$ cat src/hdl/cdd_pkg.sv
// ----------------------------------------------------------------------------
// cdd_pkg
// Shared types, constants and the month table for the calendar day
// difference unit.
// ----------------------------------------------------------------------------
package cdd_pkg;

    localparam int DAY_W   = 5;
    localparam int MONTH_W = 4;
    localparam int YEAR_W  = 12;
    localparam int COUNT_W = 20;

    // Day number from an epoch 400 years before year 0, max ~1.64M
    localparam int DNUM_W  = 21;
    localparam int YS_W    = 13;   // year plus epoch offset, max 4495

    localparam int MAX_YEAR    = 4095;
    localparam int COUNT_MAX   = (1 << COUNT_W) - 1;
    localparam int YEAR_OFFSET = 400;

    // floor(x / 100) = (x * RECIP_100) >> RECIP_SHIFT for x < 2^13
    localparam int RECIP_100   = 5243;
    localparam int RECIP_SHIFT = 19;

    localparam logic [MONTH_W-1:0] MONTH_JAN = 4'd1;
    localparam logic [MONTH_W-1:0] MONTH_FEB = 4'd2;
    localparam logic [MONTH_W-1:0] MONTH_DEC = 4'd12;

    typedef struct packed {
        logic [DAY_W-1:0]   from_day;
        logic [MONTH_W-1:0] from_month;
        logic [YEAR_W-1:0]  from_year;
        logic [DAY_W-1:0]   to_day;
        logic [MONTH_W-1:0] to_month;
        logic [YEAR_W-1:0]  to_year;
    } t_in_item;

    typedef struct packed {
        logic [COUNT_W-1:0] day_count;
    } t_out_item;

    // What one lane hands to the merge stage
    typedef struct packed {
        logic [DNUM_W-1:0]  month_start;
        logic [YEAR_W-1:0]  year;
        logic [MONTH_W-1:0] month;
        logic [DAY_W-1:0]   day;
    } t_lane_res;

    function automatic logic [8:0] days_before_month(input logic [MONTH_W-1:0] m);
        logic [8:0] d;
        unique case (m)
            4'd1:    d = 9'd0;
            4'd2:    d = 9'd31;
            4'd3:    d = 9'd59;
            4'd4:    d = 9'd90;
            4'd5:    d = 9'd120;
            4'd6:    d = 9'd151;
            4'd7:    d = 9'd181;
            4'd8:    d = 9'd212;
            4'd9:    d = 9'd243;
            4'd10:   d = 9'd273;
            4'd11:   d = 9'd304;
            4'd12:   d = 9'd334;
            default: d = 9'd0;
        endcase
        return d;
    endfunction

endpackage

$ cat src/hdl/cdd_if.sv
// ----------------------------------------------------------------------------
// cdd_if
// Valid/ready channels for date pairs in and day counts out.
// ----------------------------------------------------------------------------
interface cdd_in_if;
    logic                valid;
    logic                ready;
    cdd_pkg::t_in_item   data;

    modport source (output valid, output data, input ready);
    modport sink   (input valid, input data, output ready);
endinterface

interface cdd_out_if;
    logic                valid;
    logic                ready;
    cdd_pkg::t_out_item  data;

    modport source (output valid, output data, input ready);
    modport sink   (input valid, input data, output ready);
endinterface

$ cat src/hdl/cdd_lane.sv
// ----------------------------------------------------------------------------
// cdd_lane
// Converts one date into the day number of its month start. Two stages:
// reciprocal divides by 100, then the sum with the leap adjustment.
// ----------------------------------------------------------------------------
module cdd_lane (
    input  logic                            i_clk,
    input  logic                            i_en,
    input  logic [cdd_pkg::DAY_W-1:0]       i_day,
    input  logic [cdd_pkg::MONTH_W-1:0]     i_month,
    input  logic [cdd_pkg::YEAR_W-1:0]      i_year,
    output cdd_pkg::t_lane_res              o_res
);

    localparam int PROD_W = 2 * cdd_pkg::YS_W;

    logic [cdd_pkg::MONTH_W-1:0] m_fix;
    logic [cdd_pkg::YEAR_W-1:0]  y_fix;
    logic [cdd_pkg::YS_W-1:0]    ys;
    logic [cdd_pkg::YS_W-1:0]    n;
    logic [PROD_W-1:0]           prod_n;
    logic [PROD_W-1:0]           prod_q4;
    logic [PROD_W-1:0]           prod_y;

    logic [cdd_pkg::YEAR_W-1:0]  r_y;
    logic [cdd_pkg::MONTH_W-1:0] r_m;
    logic [cdd_pkg::DAY_W-1:0]   r_d;
    logic [cdd_pkg::YS_W-1:0]    r_ys;
    logic [6:0]                  r_q100;
    logic [4:0]                  r_q400;
    logic [5:0]                  r_qy;

    // stage A: clamp fields, divide by 100 through reciprocals
    always_comb begin
        if (i_month < cdd_pkg::MONTH_JAN) begin
            m_fix = cdd_pkg::MONTH_JAN;
        end else if (i_month > cdd_pkg::MONTH_DEC) begin
            m_fix = cdd_pkg::MONTH_DEC;
        end else begin
            m_fix = i_month;
        end
        if (32'(i_year) > 32'(cdd_pkg::MAX_YEAR)) begin
            y_fix = cdd_pkg::YEAR_W'(cdd_pkg::MAX_YEAR);
        end else begin
            y_fix = i_year;
        end
        ys      = cdd_pkg::YS_W'(y_fix) + cdd_pkg::YS_W'(cdd_pkg::YEAR_OFFSET);
        n       = ys - cdd_pkg::YS_W'(1);
        prod_n  = PROD_W'(n) * PROD_W'(cdd_pkg::RECIP_100);
        prod_q4 = PROD_W'(n[cdd_pkg::YS_W-1:2]) * PROD_W'(cdd_pkg::RECIP_100);
        prod_y  = PROD_W'(y_fix) * PROD_W'(cdd_pkg::RECIP_100);
    end

    always_ff @(posedge i_clk) begin
        if (i_en) begin
            r_y    <= y_fix;
            r_m    <= m_fix;
            r_d    <= i_day;
            r_ys   <= ys;
            r_q100 <= prod_n[cdd_pkg::RECIP_SHIFT +: 7];
            r_q400 <= prod_q4[cdd_pkg::RECIP_SHIFT +: 5];
            r_qy   <= prod_y[cdd_pkg::RECIP_SHIFT +: 6];
        end
    end

    // stage B: day number of the first of the month
    logic [cdd_pkg::YEAR_W-1:0] y_rem;
    logic [cdd_pkg::YS_W-1:0]   n_b;
    logic                       leap;
    logic [cdd_pkg::DNUM_W-1:0] dnum;
    cdd_pkg::t_lane_res         r_res;

    always_comb begin
        y_rem = r_y - cdd_pkg::YEAR_W'(r_qy) * cdd_pkg::YEAR_W'(100);
        leap  = ((r_y[1:0] == 2'b00) && (y_rem != '0))
              || ((y_rem == '0) && (r_qy[1:0] == 2'b00));
        n_b   = r_ys - cdd_pkg::YS_W'(1);
        dnum  = cdd_pkg::DNUM_W'(r_ys) * cdd_pkg::DNUM_W'(365)
              + cdd_pkg::DNUM_W'(n_b[cdd_pkg::YS_W-1:2])
              - cdd_pkg::DNUM_W'(r_q100)
              + cdd_pkg::DNUM_W'(r_q400)
              + cdd_pkg::DNUM_W'(cdd_pkg::days_before_month(r_m))
              + cdd_pkg::DNUM_W'(leap && (r_m > cdd_pkg::MONTH_FEB));
    end

    always_ff @(posedge i_clk) begin
        if (i_en) begin
            r_res.month_start <= dnum;
            r_res.year        <= r_y;
            r_res.month       <= r_m;
            r_res.day         <= r_d;
        end
    end

    assign o_res = r_res;

endmodule

$ cat src/hdl/cdd_merge.sv
// ----------------------------------------------------------------------------
// cdd_merge
// Combines the two lane results: order test, difference and saturation.
// ----------------------------------------------------------------------------
module cdd_merge (
    input  logic                          i_clk,
    input  logic                          i_rst_n,
    input  logic                          i_en,
    input  cdd_pkg::t_lane_res            i_from,
    input  cdd_pkg::t_lane_res            i_to,
    output logic [cdd_pkg::COUNT_W-1:0]   o_count
);

    localparam int DIFF_W = cdd_pkg::DNUM_W + 2;

    logic                        later;
    logic signed [DIFF_W-1:0]    diff;
    logic [cdd_pkg::COUNT_W-1:0] count;
    logic [cdd_pkg::COUNT_W-1:0] r_count;

    always_comb begin
        later = {i_from.year, i_from.month, i_from.day}
              > {i_to.year, i_to.month, i_to.day};
        diff  = $signed(DIFF_W'(i_to.month_start)) - $signed(DIFF_W'(i_from.month_start))
              + $signed(DIFF_W'(i_to.day)) - $signed(DIFF_W'(i_from.day));
        if (later || diff < 0) begin
            count = '0;
        end else if (diff > $signed(DIFF_W'(cdd_pkg::COUNT_MAX))) begin
            count = cdd_pkg::COUNT_W'(cdd_pkg::COUNT_MAX);
        end else begin
            count = diff[cdd_pkg::COUNT_W-1:0];
        end
    end

    always_ff @(posedge i_clk) begin
        if (i_en) begin
            r_count <= count;
        end
    end

    assign o_count = r_count;

    a_later_zero: assert property (@(posedge i_clk) disable iff (!i_rst_n)
        (i_en && later) |=> (o_count == '0))
        else $error("later start date gave a nonzero count");

    a_hold: assert property (@(posedge i_clk) disable iff (!i_rst_n)
        !i_en |=> $stable(o_count))
        else $error("count changed while stalled");

endmodule

$ cat src/hdl/calendar_day_difference_unit.sv
// ----------------------------------------------------------------------------
// calendar_day_difference_unit
// Days from a start date to an end date (Gregorian), 0 if start is later.
//
//   channel  dir  payload                                  transfer when
//   i_in     in   from/to day, month, year (42 bits)       valid & ready
//   o_out    out  day_count (20 bits)                      valid & ready
//
// One date pair per cycle unless o_out is held; two lane stages, then one merge stage.
// Each date converts in its own lane; the reciprocal multiplies set stage one.
// The whole pipe stalls together when o_out is held; i_in.ready drops then.
// Synchronous active-low reset clears the stage valid bits only.
// ----------------------------------------------------------------------------
module calendar_day_difference_unit (
    input  logic        i_clk,
    input  logic        i_rst_n,
    cdd_in_if.sink      i_in,
    cdd_out_if.source   o_out
);

    logic               adv;
    logic               r_v1, r_v2, r_v3;
    logic               n_v1, n_v2, n_v3;
    cdd_pkg::t_lane_res lane_from;
    cdd_pkg::t_lane_res lane_to;

    assign adv = !r_v3 || o_out.ready;

    cdd_lane u_lane_from (
        .i_clk   (i_clk),
        .i_en    (adv),
        .i_day   (i_in.data.from_day),
        .i_month (i_in.data.from_month),
        .i_year  (i_in.data.from_year),
        .o_res   (lane_from)
    );

    cdd_lane u_lane_to (
        .i_clk   (i_clk),
        .i_en    (adv),
        .i_day   (i_in.data.to_day),
        .i_month (i_in.data.to_month),
        .i_year  (i_in.data.to_year),
        .o_res   (lane_to)
    );

    cdd_merge u_merge (
        .i_clk   (i_clk),
        .i_rst_n (i_rst_n),
        .i_en    (adv),
        .i_from  (lane_from),
        .i_to    (lane_to),
        .o_count (o_out.data.day_count)
    );

    always_comb begin
        n_v1 = adv ? i_in.valid : r_v1;
        n_v2 = adv ? r_v1 : r_v2;
        n_v3 = adv ? r_v2 : r_v3;
    end

    always_ff @(posedge i_clk) begin
        if (!i_rst_n) begin
            r_v1 <= 1'b0;
            r_v2 <= 1'b0;
            r_v3 <= 1'b0;
        end else begin
            r_v1 <= n_v1;
            r_v2 <= n_v2;
            r_v3 <= n_v3;
        end
    end

    assign i_in.ready  = adv;
    assign o_out.valid = r_v3;

    a_accept_enters: assert property (@(posedge i_clk) disable iff (!i_rst_n)
        (i_in.valid && i_in.ready) |=> r_v1)
        else $error("accepted item did not enter the pipe");

    a_stall_blocks_input: assert property (@(posedge i_clk) disable iff (!i_rst_n)
        (o_out.valid && !o_out.ready) |-> !i_in.ready)
        else $error("input taken while output stalled");

    a_stall_keeps_stages: assert property (@(posedge i_clk) disable iff (!i_rst_n)
        (r_v3 && !o_out.ready) |=> (r_v3 && r_v2 == $past(r_v2) && r_v1 == $past(r_v1)))
        else $error("pipe stage moved during stall");

endmodule
$ cat src/flat_wrapper.sv
// flat-port wrapper written by rule: the top's interface ports become plain ports
module calendar_day_difference_unit_flat 
  (i_clk, i_rst_n, i_in_valid, i_in_data, i_in_ready, o_out_valid, o_out_data, o_out_ready);
  cdd_in_if i_in_i ();
  cdd_out_if o_out_i ();
  input  logic i_clk;
  input  logic i_rst_n;
  input wire logic [$bits(i_in_i.valid)-1:0] i_in_valid;
  input wire logic [$bits(i_in_i.data)-1:0] i_in_data;
  output wire logic [$bits(i_in_i.ready)-1:0] i_in_ready;
  output wire logic [$bits(o_out_i.valid)-1:0] o_out_valid;
  output wire logic [$bits(o_out_i.data)-1:0] o_out_data;
  input wire logic [$bits(o_out_i.ready)-1:0] o_out_ready;
  assign i_in_i.valid = i_in_valid;
  assign i_in_i.data = i_in_data;
  assign i_in_ready = i_in_i.ready;
  assign o_out_valid = o_out_i.valid;
  assign o_out_data = o_out_i.data;
  assign o_out_i.ready = o_out_ready;
  calendar_day_difference_unit u_core (.i_clk(i_clk), .i_rst_n(i_rst_n), .i_in(i_in_i), .o_out(o_out_i));
endmodule
$ cat config.mk
export PLATFORM = sky130hd
export DESIGN_NAME = calendar_day_difference_unit_flat
export DESIGN_NICKNAME = d
export VERILOG_FILES = /design/src/hdl/cdd_pkg.sv /design/src/hdl/cdd_if.sv /design/src/hdl/cdd_lane.sv /design/src/hdl/cdd_merge.sv /design/src/hdl/calendar_day_difference_unit.sv /design/src/flat_wrapper.sv
export SDC_FILE = /design/constraint.sdc
export NUM_CORES = 2
export LEC_CHECK = 0
export BUFFER_PORTS_ARGS = -buffer_cell sky130_fd_sc_hd__buf_4
export CORE_MARGIN = 4
export CORE_UTILIZATION = 55
export CTS_BUF_LIST = sky130_fd_sc_hd__clkbuf_8
export DETAILED_ROUTE_END_ITERATION = 7
export GPL_TIMING_DRIVEN = 0
export MAX_ROUTING_LAYER = met4
export PLACE_DENSITY = 0.71
export SETUP_SLACK_MARGIN = 0.15
export SLEW_MARGIN = 10
export SYNTH_ARGS = -nofsm -noshare
export SYNTH_HDL_FRONTEND = slang
export SYNTH_SLANG_ARGS = --single-unit
$ cat constraint.sdc
create_clock -name i_clk -period 10.2 [get_ports i_clk]
set_input_delay 0.51 -clock i_clk [delete_from_list [all_inputs] [get_ports i_clk]]
set_output_delay 0.51 -clock i_clk [all_outputs]
set_load 0.05 [all_outputs]
==> reports/metrics.cfg <==
[clock_network]
post_cts_buffers = 0
numCtsBuffers = 40
h-tree-depth = 2
clock_path_buffers = 3
hold_buffers = 0
cts.sinks = 203
cts.clk_slew.worst_paths_ns = 0.06
insertion_delay_ns = 0.60
cts_resized = 0
root_buffer = clkbuf_8
cts_tree = yes

[timing]
slew_viol_final = 0
max_slew_margin_pct = 18.5
worstMarginPinSlew_ns = 1.22
hold_viol = 0
fin_crit_sh_pct = 78.4
finalSetupTns_ns = 0
fin_crit_ns = 7.99
max_freq_ghz = 0.125
setup_viol = 0
rsz0062_at_grt = false
skew_ns = 0.0392

[global_route]
grt_pass1_vias = 23269
grt_pass1_wl_um = 115000
top_usage_layer = met2
grt_usage_pct = 21.6
antenna_found_initial = 1
grt_max_degree = 105
gr-usage-met1_pct = 30.1
grt-ovfl-total = 0
grt_use_met2_pct = 34.9
use_met3_pct = 2.77

[finish]
fin_nets = 4751
regArea_um2 = 6070
drive_above_1_share_pct = 4.52
fillCellCount = 5317
multi_input_area_um2 = 25200
fin_cells = 4335
layout-area-overhead-vs-synth_pct = 6.95

[setup_path]
cp.arrival_ns = 8.27
r2r_setup_slack_ns = 2.21
timing.rr.start = u_core.u_lane_from.r_qy[2]
critPathMaxFanout = 4
cp.required_ns = 10.48
path_depth = 33
rr_worst_depth = 33
cp_common_cell = ha_1
cp-end-kind = flop
worstSetupStartpointType = flop
crit_type = flop to flop
rr_endpoint = u_core.u_lane_from.o_res[41]
crit_slowest_cell = nor3_1
slowest_delay_ns = 0.67
worstSetupEndpoint = u_core.u_lane_from.o_res[41]
cp-startpoint = u_core.u_lane_from.r_qy[2]
cp_top_family = adder cells
path_buf_inv = 3

[synthesis]
synth_fp_nets = 4641
synth_warnings = 0
synthCells = 3359
synth_flop_cell = edfxtp_1
synth_cell_types = 77
synth.avg_cell_area_um2 = 10.4
ys_seq_elements = 203
syn_area_um2 = 34800
synth_edf_count = 200
async_flop_share_pct = 0
seq_area_frac_synth_pct = 17.4

[route]
first_iter_violations = 958
drtAntennaViolNets = 0
drc = 0
viasPerCell = 5.11
post_drt_wl_per_cell_um = 15.4
first_pass_iters = 5
drt_wl_total_um = 66800
vias = 22171

[placement]
portBuffers = 67
routabilityCongestion = 0.865
dp_cells = 4264
dp_hpwl_um = 57900

[floorplanning]
core_area_um2 = 62200
die_y_um = 260
fp.dieW_um = 260
rows = 91
ioPinCount = 68
start_util_pct = 56.0
fp.dieArea_um2 = 67400

[job]
drv_cap = 0

[min_path]
hp-class = input port to flop

[run_status]
status = complete, no violations

## cells in the mapped netlist, types with 4 or more instances
master | n | share of area [%]
edfxtp_1 | 200 | 17
and4_1 | 5 | 0.13
xnor2_1 | 129 | 3.2
nand2_1 | 78 | 0.84
clkbuf_1 | 14 | 0.15
nor3b_1 | 5 | 0.11
a2111oi_0 | 4 | 0.10
ha_1 | 782 | 28
a41o_1 | 6 | 0.17
nand4_1 | 18 | 0.32
xor2_1 | 53 | 1.3
nor2b_1 | 24 | 0.43
o21a_1 | 40 | 0.86
a21oi_1 | 102 | 1.5
or2_2 | 10 | 0.18
o21bai_1 | 12 | 0.26
nor3_1 | 37 | 0.53
nor2_1 | 93 | 1.0
o21ai_0 | 66 | 0.95
a211oi_1 | 13 | 0.28
o211ai_1 | 9 | 0.19
o31ai_1 | 6 | 0.13
mux2_2 | 5 | 0.16
nand3_1 | 36 | 0.52
nand4b_1 | 5 | 0.13
fa_1 | 454 | 26
a21o_1 | 53 | 1.1
inv_1 | 931 | 10
a31oi_1 | 11 | 0.20
and2_1 | 10 | 0.18
nand3b_1 | 5 | 0.11
and3_1 | 18 | 0.32
o21ai_1 | 6 | 0.086
or3_1 | 12 | 0.22
a21boi_0 | 16 | 0.34
nand2b_1 | 15 | 0.27
mux2i_1 | 10 | 0.29
o211a_1 | 4 | 0.11
## worst min path at each step
stage                         startpoint                          end  slack, ns  depth (start not counted)
2_1_floorplan  u_core.u_lane_from.r_d[0]  u_core.u_lane_from.o_res[0]       0.40                          0
3_3_place_gp   u_core.u_lane_from.r_d[3]  u_core.u_lane_from.o_res[3]       0.40                          0
3_5_place_dp     u_core.u_lane_to.r_d[4]    u_core.u_lane_to.o_res[4]       0.41                          0
4_1_cts                    i_in_data[38]    u_core.u_lane_from.r_d[1]       0.04                          1
5_1_grt                    i_in_data[39]    u_core.u_lane_from.r_d[2]       0.06                          1
6_report                   i_in_data[39]    u_core.u_lane_from.r_d[2]        0.1                          1
## cells by family after synthesis
group / count (synthesis) / synth area share, %
flops: 203 / 17.4
mux: 16 / 0.514
xor+xnor: 182 / 4.58
compound gates: 389 / 7.44
fa+ha+maj: 1236 / 54.2
buf+inv: 948 / 10.2
simple gates: 385 / 5.60
## flip-flops by register name, summed over array words and instances (netlist names), 4 cells and up
signal,flops
u_core.u_lane_to.r_ys,9
u_core.u_lane_to.r_m,4
u_core.u_lane_to.o_res,42
u_core.u_lane_from.r_y,12
u_core.u_lane_to.r_d,5
u_core.u_lane_to.r_qy,6
u_core.u_lane_to.r_y,12
u_core.u_lane_from.o_res,42
u_core.u_lane_to.r_q100,7
u_core.u_lane_from.r_ys,9
u_core.u_lane_from.r_d,5
u_core.u_lane_to.r_q400,5
u_core.u_lane_from.r_m,4
u_core.u_merge.o_count,20
u_core.u_lane_from.r_q100,7
u_core.u_lane_from.r_q400,5
u_core.u_lane_from.r_qy,6
## cells in the final DEF, fill, tap and decap left out, types with 41 or more instances in the layout
| master | count |
|---|---|
| a21o_1 | 53 |
| a21oi_1 | 102 |
| buf_4 | 67 |
| clkbuf_8 | 41 |
| edfxtp_1 | 200 |
| fa_1 | 454 |
| ha_1 | 782 |
| inv_1 | 938 |
| nand2_1 | 78 |
| nor2_1 | 93 |
| o21ai_0 | 66 |
| xnor2_1 | 126 |
| xor2_1 | 53 |
## per-layer routing
layer	up-vias	wire, um
met2	286	30900
met4	0	999
met5	-	0
met3	69	2570
li1	11083	-
met1	10733	32300
## cell type report
type / count / area share (%)
Buffer: 17 / 0.195
Clock buffer: 41 / 1.52
Antenna cell: 1 / 0.00672
Clock inverter: 29 / 0.655
Inverter: 931 / 9.40
Tap cell: 837 / 2.81
Sequential cell: 203 / 16.3
Timing Repair Buffer: 68 / 1.42
Multi-Input combinational cell: 2208 / 67.7
## metrics by stage
stage	setup WS [ns]	util [%]	area [um^2]	hold WS, ns
after floorplan	3.16	-	34800	0.400
after global placement	1.61	58.5	36400	0.403
after detailed placement	1.50	58.6	36400	0.406
after CTS	2.18	59.9	37200	0.0424
after global routing	1.39	59.9	37200	0.0562
final	2.21	59.9	37200	0.0997
Power is not shown: default switching activity piles up to over one toggle a cycle in this logic, so the estimate is an artifact.
